### src/design/jrc_pkg.sv
`timescale 1ns / 1ps

package jrc_pkg;

    // register indexes on the configuration port
    localparam logic CFG_SCHEMA = 1'b0;
    localparam logic CFG_SIZE   = 1'b1;

    localparam int CFG_IDX_W  = 1;
    localparam int CFG_DATA_W = 32;
    localparam int SIZE_W     = 13;
    localparam int COUNT_W    = 13;

    // default bound on the payload size register
    localparam int MAX_PAYLOAD_DEF = 4096;

    localparam logic [31:0]        MAGIC_WORD  = 32'h3152_4A54;
    localparam logic [31:0]        CRC_POLY    = 32'hEDB8_8320;
    localparam logic [31:0]        CRC_INIT    = 32'hFFFF_FFFF;
    localparam logic [COUNT_W-1:0] HDR_BYTES   = 13'd16;
    localparam logic [COUNT_W-1:0] COUNT_MAX   = 13'h1FFF;

    typedef struct packed {
        logic        record_ok;
        logic [31:0] payload_crc;
    } jrc_result_t;

    // reflected crc-32, one byte, eight shift steps
    function automatic logic [31:0] crc_byte(input logic [31:0] c, input logic [7:0] b);
        logic [31:0] v;
        v = c ^ {24'd0, b};
        for (int k = 0; k < 8; k++)
        begin
            v = (v >> 1) ^ (CRC_POLY & {32{v[0]}});
        end
        return v;
    endfunction

endpackage

### src/design/jrc_core.sv
`timescale 1ns / 1ps

module jrc_core #(
    parameter int MAX_PAYLOAD = jrc_pkg::MAX_PAYLOAD_DEF
) (
    input  logic                        clk,
    input  logic                        rst_n,
    input  logic                        step,
    input  logic [7:0]                  data_byte,
    input  logic                        last_byte,
    input  logic [31:0]                 expected_schema,
    input  logic [jrc_pkg::SIZE_W-1:0]  payload_size,
    output jrc_pkg::jrc_result_t        result
);
    import jrc_pkg::*;

    localparam logic [16:0] PAYLOAD_LIMIT = 17'(MAX_PAYLOAD);

    logic [COUNT_W-1:0] byte_count_reg, byte_count_next;
    logic [31:0]        crc_reg, crc_next;
    logic [31:0]        header_word_reg, header_word_next;
    logic               header_good_reg, header_good_next;
    logic [31:0]        stored_crc_reg, stored_crc_next;

    logic [COUNT_W-1:0] count_inc;
    logic [31:0]        word_upd;
    logic [31:0]        crc_upd;
    logic               good_upd;
    logic [31:0]        stored_upd;
    logic               in_header;

    assign in_header = (byte_count_reg < HDR_BYTES);
    assign count_inc = (byte_count_reg == COUNT_MAX) ? COUNT_MAX
                                                     : byte_count_reg + 13'd1;

    // header word assembly, little-endian, one lane per byte; payload bytes update the crc
    always_comb
    begin
        word_upd   = header_word_reg;
        good_upd   = header_good_reg;
        stored_upd = stored_crc_reg;
        crc_upd    = crc_reg;
        if (in_header)
        begin
            unique case (byte_count_reg[1:0])
                2'd0: word_upd = {24'd0, data_byte};
                2'd1: word_upd = {header_word_reg[31:16], data_byte, header_word_reg[7:0]};
                2'd2: word_upd = {header_word_reg[31:24], data_byte, header_word_reg[15:0]};
                2'd3: word_upd = {data_byte, header_word_reg[23:0]};
                default: word_upd = header_word_reg;
            endcase
            if (byte_count_reg == 13'd3 && word_upd != MAGIC_WORD)
                good_upd = 1'b0;
            if (byte_count_reg == 13'd7 && word_upd != expected_schema)
                good_upd = 1'b0;
            if (byte_count_reg == 13'd11 && word_upd != {19'd0, payload_size})
                good_upd = 1'b0;
            if (byte_count_reg == 13'd15)
                stored_upd = word_upd;
        end
        else
        begin
            crc_upd = crc_byte(crc_reg, data_byte);
        end
    end

    // final checks on the last beat
    always_comb
    begin
        result.payload_crc = ~crc_upd;
        result.record_ok   = good_upd
            && ({4'd0, payload_size} <= PAYLOAD_LIMIT)
            && ({1'b0, count_inc} == ({1'b0, payload_size} + {1'b0, HDR_BYTES}))
            && (stored_upd == ~crc_upd);
    end

    always_comb
    begin
        byte_count_next  = byte_count_reg;
        crc_next         = crc_reg;
        header_word_next = header_word_reg;
        header_good_next = header_good_reg;
        stored_crc_next  = stored_crc_reg;
        if (step)
        begin
            if (last_byte)
            begin
                byte_count_next  = '0;
                crc_next         = CRC_INIT;
                header_word_next = '0;
                header_good_next = 1'b1;
                stored_crc_next  = '0;
            end
            else
            begin
                byte_count_next  = count_inc;
                crc_next         = crc_upd;
                header_word_next = word_upd;
                header_good_next = good_upd;
                stored_crc_next  = stored_upd;
            end
        end
    end

    always_ff @(posedge clk or negedge rst_n)
    begin
        if (!rst_n)
        begin
            byte_count_reg  <= '0;
            crc_reg         <= CRC_INIT;
            header_word_reg <= '0;
            header_good_reg <= 1'b1;
            stored_crc_reg  <= '0;
        end
        else
        begin
            byte_count_reg  <= byte_count_next;
            crc_reg         <= crc_next;
            header_word_reg <= header_word_next;
            header_good_reg <= header_good_next;
            stored_crc_reg  <= stored_crc_next;
        end
    end

endmodule

### config.mk
export PLATFORM = sky130hd
export DESIGN_NAME = jrc_core
export DESIGN_NICKNAME = d
export VERILOG_FILES = /design/src/design/jrc_pkg.sv /design/src/design/jrc_core.sv
export SDC_FILE = /design/constraint.sdc
export NUM_CORES = 1
export LEC_CHECK = 0
export ABC_CLOCK_PERIOD_IN_PS = 3550
export BUFFER_PORTS_ARGS = -buffer_cell sky130_fd_sc_hd__buf_4
export CORE_ASPECT_RATIO = 0.8
export CORE_MARGIN = 2
export CORE_UTILIZATION = 30
export CTS_CLUSTER_DIAMETER = 40
export DETAILED_ROUTE_END_ITERATION = 7
export GPL_ROUTABILITY_DRIVEN = 1
export PLACE_DENSITY = 0.51
export SLEW_MARGIN = 15
export SYNTH_ARGS = -nofsm -noshare
export SYNTH_HDL_FRONTEND = slang
export SYNTH_SLANG_ARGS = --single-unit
### constraint.sdc
create_clock -name clk -period 3.55 [get_ports clk]
set_clock_uncertainty 0.05 [all_clocks]
set_input_delay 0.71 -clock clk [delete_from_list [all_inputs] [get_ports clk]]
set_output_delay 0.71 -clock clk [all_outputs]
set_load 0.005 [all_outputs]
==> run_results.csv, run 1 <==
group,metric,value,unit
cells_and_area,drive_gt1_share,43.3,%
place,dp_hpwl,26900,um
place,dpl_cell_area,12000,um^2
timing,grt_setup_unrepaired,"true",
global_routing,grt_max_degree,90,
cts,cts_buffer_depth,2,
cts,cts_root_buf,"clkbuf_16",
global_routing,overflow,0,
floorplanning,fp.dieH,158,um
run_status,failed_checks,"setup timing",
logic_synthesis,synthXorXnorAreaFrac,21.9,%
timing,hold_viol,0,
cells_and_area,design_area,13000,um^2
setup_path,startpoint,"byte_count_reg[0]$_DFFE_PN0P_",
place,dp_cells,1612,
pwr,ir_drop,0.263,mV
logic_synthesis,synth-seq-area-share,31.5,%
logic_synthesis,async_reset_ff_share,100,%
cts,cts_tree,"yes",
timing,period_needed,4.25,ns
logic_synthesis,synth_cell_types,71,
floorplanning,pin_count,90,
logic_synthesis,synthCells,929,
detailed_routing,drt_pass1_iterations,5,
setup_path,r2r_slack,0.61,ns
cts,cts_made_buffers,9,
global_routing,antenna_found_initial,0,
timing,fin_ws,-0.704,ns
timing,relSlewSlack,62.7,%
detailed_routing,dr.first_iter.drc_count,842,
setup_path,r2r-end,"header_good_reg$_DFFE_PN1P_",
run,cap_violations,0,
setup_path,critical_path_arrival,3.49,ns
detailed_routing,vias,8749,
setup_path,path_max_fanout,7,
logic_synthesis,synth-seq-cells,110,
setup_path,critPathKind,"reg -> out",
pwr,cellPowerDensity,312,nW/um^2
logic_synthesis,syn_nets,992,
logic_synthesis,synth_compound_area_share,22.0,%
setup_path,crit_required,2.79,ns
timing,worstMarginPinSlew,0.559,ns
timing,tns,-0.704,ns
cts,cts_hold_buf,0,
cts,clk_pin_slew,0.09,ns
run_status,status,"complete, but fails checks",
floorplanning,core.rowCount,56,
detailed_routing,remaining_drc_errors,0,
timing,finalSetupViolations,1,
logic_synthesis,synth_area_leaders,"dfrtp_1 22%, dfstp_2 9.8%, xnor2_1 9.5%, mux2i_1 6.0%, a21oi_1 5.1%",
detailed_routing,drt-wirelength-per-cell,21.2,um
setup_path,worstReg2RegStart,"byte_count_reg[0]$_DFFE_PN0P_",
cells_and_area,syn_to_final_growth,46.6,%
min_path,hp-class,"in -> async",
global_routing,grt_pass1_wl,53400,um
cells_and_area,ff_latch_area,2800,um^2
logic_synthesis,synthMuxAreaShare,6.67,%
floorplanning,start_util,30.4,%
logic_synthesis,synth_top_area_cell,"dfrtp_1",
timing,timing.fmax,0.235,GHz
cells_and_area,nFillCells,2804,
place,place.gp.congestion,0.912,
logic_synthesis,synth_top_family_by_area,"compound AO/OA/AOI/OAI gates",
global_routing,track_usage,23.0,%
setup_path,reg2reg_depth,16,
detailed_routing,wl,35000,um
cts,cts_sinks,110,
detailed_routing,viasPerCell,5.28,
logic_synthesis,ys_warn_count,0,
pwr,p_leak,0.00571,uW
logic_synthesis,netlist_area,8880,um^2
cells_and_area,diodes,0,
logic_synthesis,post_synth.cell_area_avg,9.56,um^2
detailed_routing,postRouteAntennaNets,0,
timing,period_share,120,%
logic_synthesis,synth_edf_count,0,
logic_synthesis,synthSimpleGateAreaFrac,13.2,%
cts,h-tree-depth,3,
cells_and_area,finalNonFillerCells,1656,
logic_synthesis,synth_top_cell_area_share,21.7,%
cts,insertion_delay,0.39,ns
cells_and_area,multi_input_area,6160,um^2
place,io_buffer_count,89,
logic_synthesis,synth-main-ff-cell,"dfrtp_1",
floorplanning,dieArea,31000,um^2
global_routing,grt_pass1_vias,8649,
setup_path,cp-end-kind,"output port",
setup_path,crit_end,"result[32]",
logic_synthesis,synth_fa_ha_area_share,0.846,%
timing,slew_viol_final,0,
floorplanning,core_area,29200,um^2
setup_path,start_kind,"register",
floorplanning,die_x,196,um
cells_and_area,final_nets,1337,
[logic make-up (layout without fill, tap and decap cells)]
group           count (synthesis)  after routing
mux                            58             58
flops                         110            110
compound gates                287            287
simple gates                  223            223
buf+inv                        84            434
xor+xnor                      161            161
fa+ha+maj                       6              6
[timing repair]
item                                    in CTS  in global routing
pin swaps                                   30                 18
endpoints found under the setup margin       2                  4
resized for setup                           68                 32
buffers inserted                            20                  8
gates cloned                                 1                  0
[how the worst min path moves through the flow]
| stage | depth (start not counted) | to | slack [ns] |
|---|---|---|---|
| 5_1_grt | 1 | header_word_reg[19]$_DFFE_PN0P_ | 0.17 |
| 3_3_place_gp | 1 | stored_crc_reg[23]$_DFFE_PN0P_ | 0.41 |
| 2_1_floorplan | 0 | byte_count_reg[0]$_DFFE_PN0P_ | 0.36 |
| 3_5_place_dp | 2 | header_word_reg[5]$_DFFE_PN0P_ | 0.41 |
| 4_1_cts | 1 | header_word_reg[19]$_DFFE_PN0P_ | 0.16 |
| 6_report | 1 | header_word_reg[15]$_DFFE_PN0P_ | 0.16 |
[per-stage QoR]
step           utilization (%)  power [uW]  hold WS, ns  setup WS [ns]
2_1_floorplan                -        2130        0.364         -0.157
3_3_place_gp              41.2        2790        0.407         -0.642
3_5_place_dp              41.2        2800        0.414         -0.694
4_1_cts                   43.8        4020        0.156         -0.727
5_1_grt                   44.5        4240        0.171         -0.865
6_report                  44.5        4060        0.156         -0.704
[routing by layer]
metal	wire [um]	track usage [%]	share of wire, %	up-vias
li1	-	-	-	4120
met4	643	6.02	1.8	0
met3	2250	4.52	6.4	31
met2	14400	33.2	41	306
met1	17700	34.7	51	4292
met5	0	0	0	-
[final cells by class]
class	instances	area share, %
multi-input combinational	735	47.3
timing repair buffer	406	24.8
tap	377	3.62
clock buffer	9	1.73
clock inverter	7	0.625
sequential	110	21.5
inverter	12	0.365
[where the power goes]
part	switching, uW	leakage, uW	internal [uW]
clock network	587	0.000152	510
logic	749	0.00416	807
registers	73.3	0.00140	1330
[cell usage after synthesis, types with 7 or more instances]
library cell / n
xnor2_4: 9
nand2_1: 57
inv_1: 12
nor2_1: 62
a22oi_1: 27
a21oi_1: 91
xnor3_1: 20
a21o_1: 10
o211ai_1: 7
xor2_1: 28
buf_2: 12
and3_1: 8
and4_1: 7
mux2i_1: 53
nand4_1: 23
nor3_1: 12
xnor2_1: 96
o2bb2ai_1: 31
nand3_1: 15
a22o_1: 33
dfrtp_1: 77
clkbuf_1: 53
o21ai_0: 37
dfstp_2: 33
nor4_1: 12
[critical path, stage by stage, from the launching register on]
cell and delay [ns]:
dfrtp_2 0.46, buf_6 0.13, ha_4 0.19, buf_6 0.14, buf_6 0.11, o21ai_2 0.11
a21oi_1 0.07, buf_4 0.16, mux2i_2 0.19, xor2_1 0.27, o211ai_1 0.13, nor4_1 0.34
buf_4 0.19, nand4_1 0.14, nor4_4 0.31, buf_4 0.15
[placed cells by master (no fill, tap or decap), types with 6 or more instances in the layout]
cell type,n
a22oi_1,27
mux2i_1,44
o21ai_0,28
a22o_1,33
a21o_1,10
buf_4,385
nor3_1,11
xnor2_2,7
nand3_1,13
xnor2_1,92
a21oi_2,9
nand2_1,56
dfrtp_1,73
nand4_1,23
xnor3_1,20
xnor2_4,9
nor4_1,6
o211ai_1,7
buf_6,10
and3_1,7
dfstp_2,33
buf_12,9
o21ai_1,7
clkbuf_16,9
mux2i_2,6
inv_1,10
nor2_1,56
a21oi_1,81
o2bb2ai_1,30
xor2_1,26
Note: power is estimated with default switching activity, not from simulation.
==> inputs of run 2 (changes only) <==
--- a/config.mk
+++ b/config.mk
@@ -5,7 +5,6 @@
 export SDC_FILE = /design/constraint.sdc
 export NUM_CORES = 1
 export LEC_CHECK = 0
-export ABC_CLOCK_PERIOD_IN_PS = 3550
 export BUFFER_PORTS_ARGS = -buffer_cell sky130_fd_sc_hd__buf_4
 export CORE_ASPECT_RATIO = 0.8
 export CORE_MARGIN = 2
@@ -13,7 +12,9 @@
 export CTS_CLUSTER_DIAMETER = 40
 export DETAILED_ROUTE_END_ITERATION = 7
 export GPL_ROUTABILITY_DRIVEN = 1
+export MAX_ROUTING_LAYER = met4
 export PLACE_DENSITY = 0.51
+export RECOVER_POWER = 25
 export SLEW_MARGIN = 15
 export SYNTH_ARGS = -nofsm -noshare
 export SYNTH_HDL_FRONTEND = slang
==> run_results.csv, run 2 (synthesis gave the netlist of run 1 again) <==
group,metric,value,unit
pwr,combPwrFrac,38.2,%
floorplanning,die_x,196,um
cells_and_area,finalNonFillerCells,1670,
timing,finalSetupViolations,1,
timing,slew_viol_final,0,
run,cap_violations,0,
timing,hold_viol,0,
detailed_routing,viasPerCell,5.25,
place,dp_cells,1624,
setup_path,crit_path_frequent_cell,"buf_4",
pwr,power_frac_clock,27.2,%
min_path,hp-class,"reg -> reg",
place,dp_hpwl,27400,um
pwr,power_switching,1380,uW
global_routing,antenna_found_initial,0,
floorplanning,fp.dieH,158,um
detailed_routing,vias,8774,
place,place.gp.congestion,0.912,
global_routing,grt_pass1_wl,53600,um
setup_path,cp-end-kind,"output port",
cts,cts_hold_buf,0,
place,io_buffer_count,89,
setup_path,critPathKind,"reg -> out",
global_routing,grt_max_degree,52,
cells_and_area,diodes,0,
timing,relSlewSlack,12.5,%
timing,period_share,119,%
floorplanning,start_util,30.4,%
detailed_routing,dr.first_iter.drc_count,802,
cts,cts_made_buffers,9,
cells_and_area,final_common_cell,"buf_4",
timing,fin_ws,-0.658,ns
setup_path,slowest_delay,0.44,ns
setup_path,worst_path_max_delay_cell,"dfrtp_2",
run_status,status,"complete, but fails checks",
cells_and_area,final_nets,1351,
floorplanning,core_area,29200,um^2
detailed_routing,remaining_drc_errors,0,
setup_path,crit_buf_inv,5,
timing,period_needed,4.21,ns
timing,timing.fmax,0.238,GHz
cts,clk_pin_slew,0.09,ns
pwr,p_int,2690,uW
pwr,seq_power_share,34.6,%
floorplanning,pin_count,90,
pwr,p_leak,0.00575,uW
timing,grt_setup_unrepaired,"true",
setup_path,start_kind,"register",
floorplanning,dieArea,31000,um^2
setup_path,path_cells,"ha_4 > and3_4 > and4_4 > buf_12 > buf_12 > buf_4 > mux2i_1 > buf_4 > xnor2_1 > a2111oi_4 > nand4_1 > nor4_4 > buf_4",
cts,cts_buffer_depth,2,
global_routing,track_usage,23.8,%
detailed_routing,drt-wirelength-per-cell,21.4,um
cts,cts_tree,"yes",
timing,worstMarginPinSlew,1.31,ns
setup_path,critical_path_arrival,3.45,ns
setup_path,path_max_fanout,8,
cts,cts_root_buf,"clkbuf_16",
cells_and_area,syn_to_final_growth,47.9,%
cts,h-tree-depth,3,
place,dp_slack,-0.702,ns
cells_and_area,most-common-layout-cells,"390 x buf_4, 92 x xnor2_1, 81 x a21oi_1, 73 x dfrtp_1, 56 x nand2_1",
pwr,sw_frac_of_total,33.9,%
detailed_routing,wl,35700,um
cts,cts_sinks,110,
pwr,cellPowerDensity,310,nW/um^2
setup_path,crit_required,2.79,ns
cells_and_area,drive_gt1_share,44.1,%
global_routing,overflow,0,
setup_path,path_delay_family,"simple AND/OR/NAND/NOR gates",
detailed_routing,postRouteAntennaNets,0,
run_status,failed_checks,"setup timing",
global_routing,grt_pass1_vias,8605,
cts,insertion_delay,0.38,ns
floorplanning,core.rowCount,56,
pwr,ir_drop,0.275,mV
detailed_routing,drt_pass1_iterations,5,
==> run 2: stage by stage <==
step | util, % | hold slack, ns | cell area, um^2 | setup TNS, ns | power (uW)
floorplan | - | 0.364 | 8910 | -0.157 | 2130
global placement | 41.5 | 0.409 | 12100 | -0.676 | 2790
detailed placement | 41.5 | 0.418 | 12100 | -0.702 | 2790
CTS | 43.9 | 0.335 | 12800 | -0.731 | 4010
global route | 44.9 | 0.451 | 13100 | -0.787 | 4250
finish | 44.9 | 0.440 | 13100 | -0.658 | 4070
==> run 2: final timing paths <==
kind / slack (ns) / cells after the start / to / startpoint
max: -0.66 / 13 / result[32] / byte_count_reg[1]$_DFFE_PN0P_
min: 0.44 / 2 / header_word_reg[5]$_DFFE_PN0P_ / header_word_reg[5]$_DFFE_PN0P_
max reg2reg: 0.65 / 12 / header_good_reg$_DFFE_PN1P_ / byte_count_reg[1]$_DFFE_PN0P_
min reg2reg: 0.44 / 2 / header_word_reg[5]$_DFFE_PN0P_ / header_word_reg[5]$_DFFE_PN0P_
max in group asynchronous: 1.04 / 2 / byte_count_reg[5]$_DFFE_PN0P_ / rst_n
min in group asynchronous: 0.55 / 1 / byte_count_reg[0]$_DFFE_PN0P_ / rst_n
==> run 2: area by class of cell <==
| cell class | count | area, um^2 |
|---|---|---|
| flip-flops and latches | 110 | 2800 |
| clock inverters | 6 | 80.1 |
| multi-input cells | 735 | 6160 |
| clock buffers | 10 | 229 |
| inverters | 12 | 47.5 |
| fillers | 2823 | 16100 |
| well taps | 377 | 472 |
| repair buffers | 420 | 3340 |
==> run 2: power groups by stage <==
stage               clock network, uW  registers (uW)  logic, uW
global route                     1180            1420       1660
global placement                    0            1420       1370
floorplan                           0            1400        734
CTS                              1130            1400       1470
finish                           1100            1410       1550
detailed placement                  0            1420       1380
==> run 2: what timing repair did <==
item,CTS,global route
setup buffers,14,16
setup endpoints to repair,1,4
hold endpoints to repair,0,0
resized for setup,68,43
pin swaps,22,32
cloned,1,1
==> run 2: tightest hold or removal path, delay by kind of cell (launching register included) <==
family | cells | cell delay [ns]
simple gates | 1 | 0.05
flops | 1 | 0.35
compound gates | 1 | 0.06
==> run 2: routing by layer <==
layer / routed length [um] / up-vias / part of all wire [%] / track usage, %
li1: - / 4134 / - / -
met1: 18000 / 4339 / 50 / 34.8
met2: 15300 / 276 / 43 / 34.7
met3: 2090 / 25 / 5.9 / 4.22
met4: 323 / 0 / 0.91 / 3.75
met5: 0 / - / 0 / -
==> inputs of run 3 (changes only) <==
==> constraint.sdc (replaced) <==
create_clock -name clk -period 3.5 [get_ports clk]
set_clock_uncertainty 0.05 [all_clocks]
set_input_delay 0.7 -clock clk [delete_from_list [all_inputs] [get_ports clk]]
set_output_delay 0.7 -clock clk [all_outputs]
set_load 0.005 [all_outputs]
==> run_results.csv, run 3 (synthesis gave the netlist of run 1 again) <==
group,metric,value,unit
global_routing,grt_max_degree,62,
cts,cts_made_buffers,9,
pwr,sw_frac_of_total,33.7,%
setup_path,critical_path_arrival,3.43,ns
setup_path,crit_required,2.75,ns
pwr,seq_power_share,36.5,%
global_routing,grt_pass1_wl,53200,um
setup_path,path_max_fanout,26,
run_status,status,"complete, but fails checks",
timing,fin_hold_ws,0.431,ns
floorplanning,core.rowCount,56,
floorplanning,core_area,29200,um^2
cells_and_area,ff_latch_area,2800,um^2
floorplanning,dieArea,31000,um^2
cts,clk_pin_slew,0.08,ns
cts,insertion_delay,0.37,ns
pwr,power_switching,1320,uW
timing,relSlewSlack,-13.9,%
setup_path,cp-end-kind,"output port",
run_status,failed_checks,"capacitance limit, slew limit, setup timing",
pwr,combPwrFrac,38.0,%
cts,cts_buffer_depth,2,
cells_and_area,most-common-layout-cells,"371 x buf_4, 91 x xnor2_1, 80 x a21oi_1, 74 x dfrtp_1, 58 x nor2_1",
cells_and_area,drive_gt1_share,41.8,%
pwr,p_total,3910,uW
timing,worstMarginPinSlew,1.71,ns
timing,tns,-0.683,ns
cells_and_area,diodes,0,
cts,cts_hold_buf,0,
cells_and_area,nFillCells,2851,
global_routing,antenna_found_initial,0,
cells_and_area,design_area,12800,um^2
timing,grt_setup_unrepaired,"true",
place,io_buffer_count,89,
cells_and_area,final_nets,1326,
pwr,ir_drop,0.259,mV
cts,cts_tree,"yes",
setup_path,critPathKind,"reg -> out",
pwr,power_frac_clock,25.5,%
global_routing,overflow,0,
detailed_routing,dr.first_iter.drc_count,704,
cts,h-tree-depth,3,
place,dp_slack,-0.724,ns
cts,cts_root_buf,"clkbuf_16",
min_path,hp-class,"reg -> reg",
cells_and_area,syn_to_final_growth,44.4,%
pwr,cellPowerDensity,305,nW/um^2
global_routing,grt_pass1_vias,8566,
detailed_routing,wl,35300,um
floorplanning,fp.dieH,158,um
timing,period_share,120,%
pwr,p_leak,0.00558,uW
floorplanning,pin_count,90,
timing,finalSetupViolations,1,
detailed_routing,vias,8701,
detailed_routing,remaining_drc_errors,0,
detailed_routing,viasPerCell,5.29,
pwr,p_int,2590,uW
timing,timing.fmax,0.239,GHz
cells_and_area,final_common_cell,"buf_4",
floorplanning,die_x,196,um
place,dp_hpwl,27300,um
detailed_routing,drt_pass1_iterations,5,
cts,cts_sinks,110,
place,place.gp.congestion,0.916,
floorplanning,start_util,30.4,%
global_routing,track_usage,23.7,%
detailed_routing,drt-wirelength-per-cell,21.4,um
timing,hold_viol,0,
timing,slew_viol_final,62,
place,dpl_cell_area,12100,um^2
run,cap_violations,1,
cells_and_area,multi_input_area,6110,um^2
timing,fin_ws,-0.683,ns
detailed_routing,postRouteAntennaNets,0,
setup_path,start_kind,"register",
timing,period_needed,4.18,ns
==> run 3: what timing repair did <==
| action | CTS | global route |
|---|---|---|
| setup endpoints to repair | 1 | 4 |
| pin swaps | 25 | 9 |
| setup buffers | 10 | 5 |
| resized for setup | 68 | 15 |
==> run 3: per-stage QoR <==
stage          cells  utilization (%)
3_5_place_dp    1616             41.3
2_1_floorplan    929                -
5_1_grt         1645             43.9
6_report        1645             43.9
3_3_place_gp    1616             41.3
4_1_cts         1642             43.6
==> run 3: critical path, stage by stage (launching register included) <==
cell	delay (ns)
dfrtp_2	0.48
ha_4	0.21
buf_6	0.19
nor4_2	0.26
buf_4	0.19
nor2_1	0.10
mux2i_2	0.25
buf_4	0.17
xor2_1	0.15
nand2_1	0.12
a2111oi_4	0.37
nand4_1	0.20
nor4_4	0.21
buf_4	0.16
==> run 3: per-layer routing <==
layer / wire (um) / share of wire [%] / global-route usage (%) / vias to the layer above
met5: 0 / 0 / - / -
met4: 579 / 1.6 / 5.81 / 0
met3: 2240 / 6.3 / 3.75 / 32
met2: 14600 / 42 / 33.5 / 317
met1: 17800 / 50 / 35.2 / 4259
li1: - / - / - / 4093
==> run 3: power groups by stage <==
stage / Combinational, uW / Clock [uW] / Sequential, uW
after floorplan: 744 / 0 / 1420
after global placement: 1380 / 0 / 1440
after detailed placement: 1380 / 0 / 1440
after CTS: 1460 / 1030 / 1420
after global routing: 1580 / 1080 / 1430
final: 1490 / 994 / 1430
==> run 3: path summary, 6_finish.rpt <==
check                                                from                              to  slack, ns  depth (start not counted)
max                         byte_count_reg[1]$_DFFE_PN0P_                      result[32]      -0.68                         13
min                        stored_crc_reg[23]$_DFFE_PN0P_  stored_crc_reg[23]$_DFFE_PN0P_       0.43                          1
max reg2reg                 byte_count_reg[1]$_DFFE_PN0P_     header_good_reg$_DFFE_PN1P_       0.65                         13
min reg2reg                stored_crc_reg[23]$_DFFE_PN0P_  stored_crc_reg[23]$_DFFE_PN0P_       0.43                          1
max in group asynchronous                           rst_n   byte_count_reg[4]$_DFFE_PN0P_       0.45                          2
min in group asynchronous                           rst_n  header_word_reg[4]$_DFFE_PN0P_       0.53                          1
==> run 3: cell type report <==
cell class	count	share of cell area, %
clock buffer	13	1.87
inverter	12	0.351
multi-input combinational	735	47.7
clock inverter	3	0.185
tap	377	3.68
timing repair buffer	395	24.4
sequential	110	21.8
